===== config.mk =====
export PLATFORM = sky130hd
export DESIGN_NAME = hnm_job_fifo
export DESIGN_NICKNAME = d
export VERILOG_FILES = /design/src/height_to_normal_map_unit_assert.svh /design/src/hnm_pkg.sv /design/src/hnm_job_fifo.sv
export SDC_FILE = /design/constraint.sdc
export NUM_CORES = 1
export LEC_CHECK = 0
export ABC_AREA = 1
export CORE_ASPECT_RATIO = 0.8
export CORE_MARGIN = 5
export CORE_UTILIZATION = 40
export DETAILED_ROUTE_END_ITERATION = 10
export DONT_BUFFER_PORTS = 1
export PLACE_DENSITY = 0.63
export SYNTH_ARGS = -nofsm -noshare
export SYNTH_HDL_FRONTEND = slang
export SYNTH_SLANG_ARGS = --single-unit

===== constraint.sdc =====
create_clock -name clk -period 2.3 [get_ports clk]
set_clock_uncertainty 0.05 [all_clocks]
set_input_delay 0.345 -clock clk [delete_from_list [all_inputs] [get_ports clk]]
set_output_delay 0.345 -clock clk [all_outputs]
set_load 0.03 [all_outputs]

===== src/height_to_normal_map_unit_assert.svh =====
// Assertion macros for the height to normal map unit.
// Used by the top level; expects clk and arst_n in scope.
`ifndef HEIGHT_TO_NORMAL_MAP_UNIT_ASSERT_SVH
`define HEIGHT_TO_NORMAL_MAP_UNIT_ASSERT_SVH

// same-cycle implication
`define HNM_ASSERT_SAME(label, ante, cons) \
	label: assert property (@(posedge clk) disable iff (!arst_n) (ante) |-> (cons)) \
		else $error("hnm assertion failed");

// next-cycle implication
`define HNM_ASSERT_NEXT(label, ante, cons) \
	label: assert property (@(posedge clk) disable iff (!arst_n) (ante) |=> (cons)) \
		else $error("hnm assertion failed");

`endif


===== src/hnm_pkg.sv =====
// Shared types and constants of the height to normal map unit.
// No dependencies.
`timescale 1ns / 1ps
`default_nettype none
package hnm_pkg;

	localparam int MAX_WIDTH   = 2048;
	localparam int HEIGHT_BITS = 16;
	localparam int ALPHA_W     = 8;
	localparam int BYTE_W      = 8;
	localparam int ENTRY_W     = HEIGHT_BITS + ALPHA_W;
	localparam int XW          = $clog2(MAX_WIDTH);
	localparam int WW          = $clog2(MAX_WIDTH + 1);
	localparam int ROW_LIMIT   = 4096;
	localparam int YW          = $clog2(ROW_LIMIT);
	localparam int HW          = $clog2(ROW_LIMIT + 1);

	localparam int STR_W     = 16;
	localparam int FW_W      = 12;
	localparam int FH_W      = 13;
	localparam int CFG_W     = 16;
	localparam int CFG_IDX_W = 2;

	localparam int GW     = HEIGHT_BITS + 1;
	localparam int PX_W   = HEIGHT_BITS + STR_W;
	localparam int MAG_W  = PX_W + 8;
	localparam int PROD_W = 2 * MAG_W + 18;

	localparam int MZ_SHIFT = 2 * (HEIGHT_BITS + 9);
	localparam logic [PROD_W-1:0] MZ2 = PROD_W'(1) << MZ_SHIFT;
	localparam logic [MAG_W-1:0] BYTE_SCALE2 = MAG_W'(65025);

	localparam logic [STR_W-1:0] STRENGTH_RST = STR_W'(256);
	localparam logic [FW_W-1:0]  FW_RST       = FW_W'(1024);
	localparam logic [FH_W-1:0]  FH_RST       = FH_W'(1024);

	localparam int FIFO_DEPTH = 4;
	localparam int FIFO_AW    = $clog2(FIFO_DEPTH);

	typedef enum logic [CFG_IDX_W-1:0] {
		REG_STRENGTH     = 2'd0,
		REG_FRAME_WIDTH  = 2'd1,
		REG_FRAME_HEIGHT = 2'd2
	} reg_index_t;

	typedef enum logic [2:0] {
		FE_IDLE,
		FE_READ,
		FE_JOB_A,
		FE_JOB_B,
		FE_JOB_C
	} fe_state_t;

	typedef enum logic [3:0] {
		BK_IDLE,
		BK_GAIN,
		BK_SCALE,
		BK_SQX_GO,
		BK_SQX_W,
		BK_SQY_GO,
		BK_SQY_W,
		BK_SUM,
		BK_A_GO,
		BK_A_W,
		BK_STEP,
		BK_STEP_W,
		BK_OUT
	} be_state_t;

	typedef enum logic [1:0] {
		COMP_X,
		COMP_Y,
		COMP_Z
	} comp_t;

	typedef struct packed {
		logic signed [GW-1:0] gx;
		logic signed [GW-1:0] gy;
		logic [ALPHA_W-1:0]   alpha;
		logic                 last;
	} job_t;

	typedef struct packed {
		logic              start;
		logic [PROD_W-1:0] a;
		logic [MAG_W-1:0]  b;
	} mul_req_t;

	typedef struct packed {
		logic              done;
		logic [PROD_W-1:0] prod;
	} mul_rsp_t;

endpackage
`default_nettype wire


===== src/hnm_job_fifo.sv =====
// Short job queue between the window front end and the normal back end.
// Depends on hnm_pkg.
`timescale 1ns / 1ps
`default_nettype none
module hnm_job_fifo import hnm_pkg::*; (
	input  logic clk,
	input  logic arst_n,
	input  logic push,
	input  job_t din,
	output logic full,
	input  logic pop,
	output logic valid,
	output job_t dout
);

	job_t               mem_q [FIFO_DEPTH];
	logic [FIFO_AW-1:0] wr_q;
	logic [FIFO_AW-1:0] rd_q;
	logic [FIFO_AW:0]   cnt_q;

	assign full  = cnt_q == (FIFO_AW+1)'(FIFO_DEPTH);
	assign valid = cnt_q != '0;
	assign dout  = mem_q[rd_q];

	always_ff @(posedge clk or negedge arst_n) begin
		if (!arst_n) begin
			wr_q  <= '0;
			rd_q  <= '0;
			cnt_q <= '0;
		end else begin
			if (push)
				wr_q <= wr_q + 1'b1;
			if (pop)
				rd_q <= rd_q + 1'b1;
			if (push && !pop)
				cnt_q <= cnt_q + 1'b1;
			else if (pop && !push)
				cnt_q <= cnt_q - 1'b1;
		end
	end

	always_ff @(posedge clk) begin
		if (push)
			mem_q[wr_q] <= din;
	end

endmodule
`default_nettype wire


### Word level (Yosys, flattened, before mapping)

Memory sizes are Yosys's and may differ from the RTL's.
Index checks and enable logic that the tools add are counted.

| operators by class | value |
|---|---|
| $add $sub $neg | 4 |
| equal/unequal tests | 1 |
| muxes and demuxes | 4 |
| reduce and logical (&&, ||, !) cells | 6 |

Operators by type and width:

| cell | number |
|---|---|
| 3-bit two-way mux | 2 |
| 2-bit by 1-bit adder with 2-bit output, second input constant | 2 |
| 3-bit by 1-bit adder with 3-bit output, second input constant | 1 |
| 3-bit == test, second input constant | 1 |
| 3-bit nonzero test | 1 |
| 3-bit by 1-bit subtractor with 3-bit output, second input constant | 1 |
| 1-bit logical AND | 2 |
| 1-bit logical NOT | 2 |
| 1-bit two-way mux | 2 |
| 2-bit nonzero test | 1 |

| word-level totals | value |
|---|---|
| register bits | 7 |
| memory bits (writable) | 172 |
| logic and storage cells | 19 |
| memories kept | 1 |

Memory list:

| memory | words | width | rd ports | clocked after memory_dff | write ports | RTL line | RTL |
|---|---|---|---|---|---|---|---|
| mem_q | 4 | 43 | 1 | 0 | 1 | hnm_job_fifo.sv:16 | `job_t mem_q [FIFO_DEPTH];` |

### Depth between registers and ports, before layout

Gate-level depths: netlist of the first run.

| logic depth | value |
|---|---|
| word-level depth | 4 |
| depth in mapped cells | 9 |
| mapped depth without buffers | 9 |

### Worst setup path before layout of the first run

No wires, ideal clock.

| timing | value |
|---|---|
| kind | register to register |
| start | reg wr_q[0] |
| end | mem mem_q[2][0] in the netlist's numbering (enable) |
| library setup time | 0.397 ns |
| arrival | 1.510 ns |
| required time | 1.853 ns |
| path slack | 0.343 ns |
| stages on the path, launching flop included | 5 |
| buffers on the path | 0 |
| cell sequence | dfrtp_1 inv_1 ha_1 nand2_1 inv_1 |

RTL lines:

| element | RTL line | RTL |
|---|---|---|
| start: declaration | hnm_job_fifo.sv:17 | `logic [FIFO_AW-1:0] wr_q;` |
| start signal: assignment | hnm_job_fifo.sv:32 | `wr_q <= wr_q + 1'b1;` |
| end: declaration | hnm_job_fifo.sv:16 |  |

No word-level cell before the write port.

==> qor.yml, run 1 <==
sta:
  period_share: 0.953
  rsz0062_at_grt: "no"
  worst_pin_slew_ps: 455
  fin_tns_setup_ps: 0
  fmax_mhz: 456
  hold_violations: 0
  setup_viol: 0
  period_minus_slack_ps: 2190
  slew_headroom: 0.696
  slew_viol_final: 0
flow_run:
  max_cap_viol_count: 0
floorplan:
  core_area_mm2: 0.0175
  io_pins: 92
  num_rows: 43
  start_util: 0.411
  dieArea_mm2: 0.0208
  die_h_um: 130
  fp.dieW_um: 160
global_route:
  grt_max_degree: 85
  grtUsageTotal: 0.138
  grt_antenna_before_repair: 0
  grt_pass1_wl_um: 21700
  gr-total-overflow: 0
  first_global_vias: 4013
pwr:
  p_leak_nw: 3.32
  clockPowerShare: 0.236
  p_comb_frac: 0.373
  p_int_w: 0.00694
  p_switching_w: 0.00459
  seq_power_share: 0.391
  p_per_area_mw_per_mm2: 1340
  swShare: 0.398
  vdd_drop_max_v: 0.000858
place:
  hpwl_um: 8370
  place_area_mm2: 0.00752
  routabilityCongestion: 0.717
  port_buffers: 0
critical_path:
  r2r_end: "mem_q[1][42]"
  worstSetupStartpointType: "flip-flop"
  arrival_ps: 1800
  worstSetupPathType: "reg -> out"
  end_kind: "output port"
  critPathRequiredTime_ps: 1900
  regToRegStartpoint: "wr_q[1]"
  reg2reg_depth: 5
  crit_start: "rd_q[1]"
  cp_max_fo: 18
  r2r_setup_slack_ps: 660
clock_tree:
  h-tree-depth: 4
  clockBufferDepth: 2
  tritoncts: "built"
  root_buffer: "clkbuf_16"
  cts_sinks: 179
  cts.clk_slew.worst_paths_ps: 60
  cts_inserted_buffers: 17
  clk_latency_ps: 400
synth:
  ys_types: 18
  synth_fp_nets: 603
  ys_warn_count: 0
  syn-cell-area_mm2: 0.00719
  synth_top_area_share: 0.718
  synth_area_leaders: "edfxtp_1 72%, o211ai_1 9.0%, nand2_1 7.5%"
  synth-seq-cells: 179
  yosysTopAreaCell: "edfxtp_1"
  syn_inst: 550
  avgSynthCellArea_um2: 13.1
  ys_seq_area_frac: 0.742
detailed_routing:
  routed_wl_um: 14100
  wl_per_cell_um: 16.7
  num_vias: 4072
  first_pass_iters: 4
  vias_per_cell: 4.83
  ant_nets: 0
  drt-initial-drc-count: 250
  drc_errors: 0
worst_hold_path:
  min_to: "rd_q[1]"
  min_from: "pop"
  hold_depth: 2
  hold_class: "in -> reg"
status:
  status: "finished, final reports clean"
layout:
  drive_above_1_share: 0.0890
  final_cell_mix: "172 x edfxtp_1, 143 x nand2_1, 93 x inv_1"
  mostFrequentLayoutCell: "edfxtp_1"
  final_cell_area_mm2: 0.00860
  finish.utilization: 0.492
  nNetsFinal: 658
  antennaDiodeCount: 0
  nFillCells: 1466
  area_growth_pct: 19.6
## worst max-delay path by stage
| stage | slack [ps] | end |
|---|---|---|
| 3_3_place_gp | 440 | dout[17] |
| 4_1_cts | 50 | dout[17] |
| 6_report | 110 | dout[30] |
| 2_1_floorplan | 340 | mem_q[2][0] |
| 3_5_place_dp | 390 | dout[17] |
| 5_1_grt | 10 | dout[30] |
## registers in the layout (all words and copies together) (netlist names)
signal / cells
cnt_q: 3
mem_q: 172
rd_q: 2
wr_q: 2
## per-layer routing
metal  track usage  vias up  part of all wire
met1         0.162     1962              0.43
li1              -     2009                 -
met3        0.0594        2             0.075
met4        0.0329        0            0.0018
met5             0        -                 0
met2         0.236       99              0.49
## cells by family (layout without fill, tap and decap cells)
| kind of cell | after synthesis | in the layout | synth area share |
|---|---|---|---|
| AOI/OAI and AO/OA | 87 | 87 | 0.0904 |
| DFF | 179 | 179 | 0.742 |
| and+or+nand+nor | 147 | 147 | 0.0774 |
| xor gates and xnor gates | 4 | 4 | 0.00487 |
| buffers and inverters | 127 | 195 | 0.0734 |
| adders and majority gates | 6 | 6 | 0.0115 |
## power by group through the flow
stage / clock [W] / combinational, W / sequential (W)
final: 0.00272 / 0.00430 / 0.00451
after global routing: 0.00295 / 0.00470 / 0.00457
after CTS: 0.00280 / 0.00430 / 0.00450
after detailed placement: 0 / 0.00412 / 0.00461
after global placement: 0 / 0.00403 / 0.00458
after floorplan: 0 / 0.00331 / 0.00448
## Yosys cell counts
cell        n
buf_2      20
buf_4       7
clkbuf_1    2
dfrtp_1     7
edfxtp_1  172
fa_1        1
ha_1        5
inv_1      97
inv_2       1
nand2_1   143
nand3_1     1
nand4_1     1
nor2_1      1
nor3_1      1
o211ai_1   86
o21ai_1     1
xnor2_1     1
xor2_1      3
## layout make-up
cell class / count / area (um^2) / share of cell area
clock inverter: 15 / 140 / 0.0163
sequential: 179 / 5350 / 0.621
timing repair buffer: 65 / 718 / 0.0835
clock buffer: 17 / 425 / 0.0494
multi-input combinational: 244 / 1330 / 0.154
inverter: 98 / 368 / 0.0428
tap: 225 / 282 / 0.0327
## repair_timing
item | in CTS | in global routing
hold buffers | 46 | 0
buffers inserted | 1 | 0
resized for setup | 1 | 3
endpoints found under the setup margin | 32 | 22
endpoints found under the hold margin | 182 | 0
pin swaps | 0 | 0
gates cloned | 0 | 1
## through the flow
step	power (W)	hold slack [ps]	worst slack, ps	std cells
5_1_grt	0.0122	28.2	14.6	843
3_3_place_gp	0.00861	-0.355	437	763
4_1_cts	0.0116	20.6	51.5	842
3_5_place_dp	0.00873	-0.326	391	763
6_report	0.0115	37.8	109	843
2_1_floorplan	0.00779	-0.591	343	550
## critical path, stage by stage, from the launching register on
cell and delay (ps):
dfrtp_2 410, inv_2 270, buf_6 270, o211ai_1 120, nand2_1 300
No activity file was read; power rests on OpenSTA's default activity.
==> run 2: changes to the inputs <==
- PLACE_DENSITY: 0.63 -> 0.65
- clock period: 2.3 -> 2 ns (I/O delays scaled with it)
==> run 2 against run 1 <==
Compared with the run above:
- the run now ends with negative setup slack left
- worst hold slack better by 60 ps
- sequential power increased by 14%
- sequential cell count is the same
- combinational power is 23% higher
- critical path depth is 1 lower
- largest power group is now combinational logic
- highest routed layer unchanged
==> qor.yml, run 2 (synthesis gave the netlist of run 1 again) <==
critical_path:
  worstSetupStartpointType: "flip-flop"
  arrival_ps: 1690  # -110 ps
  cp_max_fo: 45  # +27
  critPathBufInv: 1  # -1
  end_kind: "output port"
  r2r_setup_slack_ps: 380  # -280 ps
  crit_chain: "clkbuf_16 -> o211ai_1 -> nand2_2"
  worstSetupPathType: "reg -> out"
  r2r_end: "mem_q[1][40]"
  reg2reg_depth: 5  # unchanged
  regToRegStartpoint: "wr_q[1]"
  crit_slowest_cell: "dfrtp_4"
  path_delay_family: "flip-flops"
  cpPeakStageDelay_ps: 560  # +150 ps
  critPathRequiredTime_ps: 1650  # -250 ps
sta:
  period_share: 1.02
  slew_viol_final: 0  # unchanged
  setup_viol: 13  # +13
  rsz0062_at_grt: "yes"
  fin_hold_ws_ps: 98.1  # +60.3 ps
  worst_pin_slew_ps: 382  # -72.5 ps
  worst_slack_ps: -37.1  # -146 ps
  slew_headroom: 0.744  # +0.0479
  fmax_mhz: 491
  hold_violations: 0  # unchanged
  period_minus_slack_ps: 2040
layout:
  top_register: "mem_q"
  multiInputGateArea_mm2: 0.00141  # +6.6%
  largest_reg_flops: 172  # unchanged
  mostFrequentLayoutCell: "edfxtp_1"
  final_cell_mix: "172 x edfxtp_1, 108 x nand2_1, 93 x inv_1"
  final_cell_area_mm2: 0.00872  # +1.3%
  nFillCells: 1494  # +1.9%
  regArea_mm2: 0.00535  # unchanged
  area_growth_pct: 21.2
  nNetsFinal: 661  # +0.46%
  drive_above_1_share: 0.153  # +0.0640
  reg.largest.list: "mem_q x172, cnt_q x3"
clock_tree:
  clockBufferDepth: 2  # unchanged
  clk_latency_ps: 420  # +20 ps
  root_buffer: "clkbuf_16"
  cts_sinks: 179  # unchanged
  cts_setup_buffers: 0  # -1
  cts.clk_slew.worst_paths_ps: 70  # about the same
  cts_inserted_buffers: 17  # unchanged
  tritoncts: "built"
  h-tree-depth: 4  # unchanged
global_route:
  grt.busiest_layer: "met2"
  met2_usage: 0.251  # +0.0152
  first_global_vias: 4209  # +4.9%
  met1_usage: 0.153  # -0.00897
  grt_pass1_wl_um: 22200  # +2.4%
  grt_max_degree: 91  # +7.1%
  grtUsageTotal: 0.140  # +0.00243
  gr-total-overflow: 0  # unchanged
  grt_antenna_before_repair: 0  # unchanged
  met3_usage: 0.0553  # -0.00410
worst_hold_path:
  min_to: "cnt_q[0]"
  hold_depth: 2  # unchanged
  min_from: "push"
  hold_class: "in -> reg"
place:
  routabilityCongestion: 0.714  # -0.42%
  port_buffers: 0  # unchanged
  hpwl_um: 8290  # -1.0%
  place_area_mm2: 0.00751  # about the same
status:
  status: "finished with violations"
  violations: "negative setup slack"
floorplan:
  io_pins: 92  # unchanged
  fp.dieW_um: 160  # unchanged
  num_rows: 43  # unchanged
  start_util: 0.411  # unchanged
  dieArea_mm2: 0.0208  # unchanged
  die_h_um: 130  # unchanged
  core_area_mm2: 0.0175  # unchanged
flow_run:
  max_cap_viol_count: 0  # unchanged
pwr:
  p_leak_nw: 3.34  # +0.61%
  p_per_area_mw_per_mm2: 1570  # +17%
  vdd_drop_max_v: 0.000954  # +11%
detailed_routing:
  drc_errors: 0  # unchanged
  wl_per_cell_um: 16.9  # +1.1%
  first_pass_iters: 5  # +1
  routed_wl_um: 14300  # +1.5%
  drt-initial-drc-count: 240  # -4.0%
  ant_nets: 0  # unchanged
  vias_per_cell: 4.89  # +1.3%
  num_vias: 4145  # +1.8%
run 2: cell count changes in the layout (fill, tap and decap cells not counted), moves of 2 or more:
cell      change
nand2_1      -35
nand2_2      +35
inv_8         +5
buf_4         +3
clkinv_1      -3
clkinv_2      -2
run 2: metrics by stage:
| step | util | TNS [ps] | instances | setup slack [ps] | total power (W) |
|---|---|---|---|---|---|
| after CTS | 0.494 | -266 | 845 | -45.7 | 0.0136 |
| after global placement | 0.430 | 0 | 767 | 300 | 0.00987 |
| after floorplan | - | 0 | 550 | 42.9 | 0.00896 |
| after global routing | 0.498 | -2610 | 846 | -109 | 0.0145 |
| after detailed placement | 0.430 | 0 | 767 | 242 | 0.0101 |
| final | 0.498 | -212 | 847 | -37.1 | 0.0136 |
run 2: worst max-delay path by stage:
stage | cells after the start | from | to
6_report | 3 | rd_q[0] | dout[25]
5_1_grt | 3 | rd_q[0] | dout[3]
4_1_cts | 5 | rd_q[0] | dout[18]
3_5_place_dp | 4 | rd_q[0] | dout[3]
3_3_place_gp | 3 | rd_q[0] | dout[3]
2_1_floorplan | 4 | wr_q[0] | mem_q[2][0]
run 2: routing by layer:
layer / wire length, um / up-vias
met5: 0 / -
met4: 234 / 0
met3: 954 / 17
met2: 7320 / 99
met1: 5820 / 2012
li1: - / 2017
run 2: cell type report:
cell class,count,share of cell area
Tap cell,225,0.0323
Clock inverter,14,0.0167
Antenna cell,1,0.000287
Sequential cell,179,0.613
Multi-Input combinational cell,244,0.162
Timing Repair Buffer,68,0.0840
Clock buffer,18,0.0492
Inverter,98,0.0422
run 2: what timing repair did:
item	4_1_cts	5_1_grt
endpoints found under the setup margin	34	40
pin swaps	8	43
gates resized for setup	28	19
hold buffers	46	0
cloned	0	1
hold endpoints to repair	183	0
run 2: worst register-to-register path, stage by stage (launching register included):
cell	delay, ps
dfrtp_1	410
inv_1	110
ha_1	150
nand2_1	60
inv_2	200
buf_4	320
run 2: report_power, final:
| part | internal [W] | switching (W) | total, W |
|---|---|---|---|
| clock | 0.00176 | 0.00144 | 0.00320 |
| combinational | 0.00142 | 0.00387 | 0.00528 |
| sequential | 0.00492 | 0.000239 | 0.00516 |
| total | 0.00809 | 0.00555 | 0.0136 |
==> run 3: changes to the inputs <==
- CORE_UTILIZATION: 40 -> 35
- PLACE_DENSITY: 0.65 -> 0.6
==> run 3 against run 2 <==
Compared with the run above:
- the flow still finishes with violations (negative setup slack)
- setup slack got worse by 26 ps
- register-to-register slack improved by 120 ps
- via count increased by 7.1%
- largest power group unchanged
==> qor.yml, run 3 (synthesis gave the netlist of run 1 again) <==
floorplan:
  core_area_mm2: 0.0200  # +15%
  io_pins: 92  # unchanged
  num_rows: 46  # +7.0%
  start_util: 0.359  # -0.0522
  die_h_um: 138  # +6.4%
  fp.dieW_um: 170  # +6.5%
  dieArea_mm2: 0.0235  # +13%
layout:
  largest_reg_flops: 172  # unchanged
  mostFrequentLayoutCell: "edfxtp_1"
  final_cell_mix: "172 x edfxtp_1, 140 x nand2_1, 93 x inv_1"
  reg.largest.list: "mem_q x172, cnt_q x3"
  top_register: "mem_q"
  finish.utilization: 0.469  # -0.0294
  drive_above_1_share: 0.168  # +0.0154
  area_growth_pct: 30.6
  nNetsFinal: 712  # +7.7%
sta:
  worst_pin_slew_ps: 395  # +12.2 ps
  period_share: 1.03  # +0.0132
  setup_viol: 29  # +16
  period_minus_slack_ps: 2060  # +26.5 ps
  worst_slack_ps: -63.6  # -26.5 ps
  slew_headroom: 0.736  # -0.00816
  slew_viol_final: 0  # unchanged
  fin_hold_ws_ps: 124  # +26.1 ps
  rsz0062_at_grt: "yes"
  fin_tns_setup_ps: -822  # -610 ps
  hold_violations: 0  # unchanged
  fmax_mhz: 485  # -1.3%
clock_tree:
  clockBufferDepth: 2  # unchanged
  tritoncts: "built"
  h-tree-depth: 4  # unchanged
  root_buffer: "clkbuf_16"
  cts_sinks: 179  # unchanged
  cts.clk_slew.worst_paths_ps: 60  # about the same
  clk_latency_ps: 420  # about the same
  cts_inserted_buffers: 17  # unchanged
worst_hold_path:
  hold_class: "in -> reg"
  hold_depth: 2  # unchanged
detailed_routing:
  first_pass_iters: 5  # unchanged
  routed_wl_um: 16500  # +15%
  wl_per_cell_um: 17.7  # +4.5%
  num_vias: 4439  # +7.1%
  vias_per_cell: 4.74  # -3.1%
  drc_errors: 0  # unchanged
  drt-initial-drc-count: 225  # -6.3%
  ant_nets: 0  # unchanged
critical_path:
  crit_start: "rd_q[0]"
  worstSetupPathType: "reg -> out"
  regToRegStartpoint: "wr_q[0]"
  crit_path_end: "dout[21]"
  cp_max_fo: 18  # -60%
  r2r_setup_slack_ps: 500  # +120 ps
  worstSetupStartpointType: "flip-flop"
  arrival_ps: 1710  # +20 ps
  end_kind: "output port"
  reg2reg_depth: 4  # -1
  critPathRequiredTime_ps: 1650  # about the same
  r2r_end: "mem_q[3][21]"
flow_run:
  max_cap_viol_count: 0  # unchanged
status:
  violations: "negative setup slack"
  status: "finished with violations"
global_route:
  grt_pass1_wl_um: 23100  # +4.3%
  first_global_vias: 4191  # -0.43%
  grt_antenna_before_repair: 1  # +1
  grtUsageTotal: 0.128  # -0.0123
  grt_max_degree: 73  # -20%
  gr-total-overflow: 0  # unchanged
pwr:
  finalPower_w: 0.0156  # +14%
  p_per_area_mw_per_mm2: 1660  # +5.9%
  p_leak_nw: 3.71  # +11%
  vdd_drop_max_v: 0.000978  # +2.5%
place:
  hpwl_um: 8910  # +7.5%
  post-place-ws_ps: 358  # +115 ps
  port_buffers: 0  # unchanged
  routabilityCongestion: 0.687  # -3.8%
## run 3: worst max-delay path, stage by stage, from the launching register on
cell,delay [ps]
dfrtp_4,500
buf_6,150
clkbuf_16,180
o211ai_1,170
nand2_1,130
buf_6,160
## run 3: worst min-delay path by stage
stage	from	end	slack, ps
after floorplan	arst_n	cnt_q[0]	-50
after global placement	arst_n	cnt_q[0]	-50
final	push	cnt_q[0]	120
after global routing	push	cnt_q[0]	120
after detailed placement	arst_n	cnt_q[1]	-50
after CTS	push	cnt_q[0]	110
## run 3: report_power, final
group / switching, W / leakage [nW] / internal (W)
logic: 0.00432 / 1.77 / 0.00287
clock network: 0.00141 / 0.282 / 0.00185
registers: 0.000212 / 1.66 / 0.00492
## run 3: final cells by class
type / count / area [um^2]
Antenna cell: 1 / 2.50
Clock inverter: 14 / 151
Fill cell: 1765 / 10600
Sequential cell: 179 / 5350
Tap cell: 264 / 330
Multi-Input combinational cell: 244 / 1330
Inverter: 98 / 368
Clock buffer: 17 / 425
Timing Repair Buffer: 119 / 1440
## run 3: routing by layer
metal | track usage | vias up | routed length (um)
li1 | - | 2128 | -
met1 | 0.161 | 2186 | 7360
met2 | 0.211 | 105 | 8140
met3 | 0.0416 | 20 | 846
met4 | 0.0378 | 0 | 198
met5 | 0 | - | 0
## run 3: through the flow
step,std cells,instance area [um^2]
after floorplan,550,7190
after global placement,845,7930
after detailed placement,845,7930
after CTS,922,8970
after global routing,936,9390
final,936,9390
## run 3: what timing repair did
item                                   in CTS  in global routing
endpoints found under the hold margin     183                  0
gates resized for setup                     1                 47
hold buffers                               46                  0
pin swaps                                   0                 55
cloned                                      0                 10
setup buffers                               0                  3
setup endpoints to repair                  21                 42
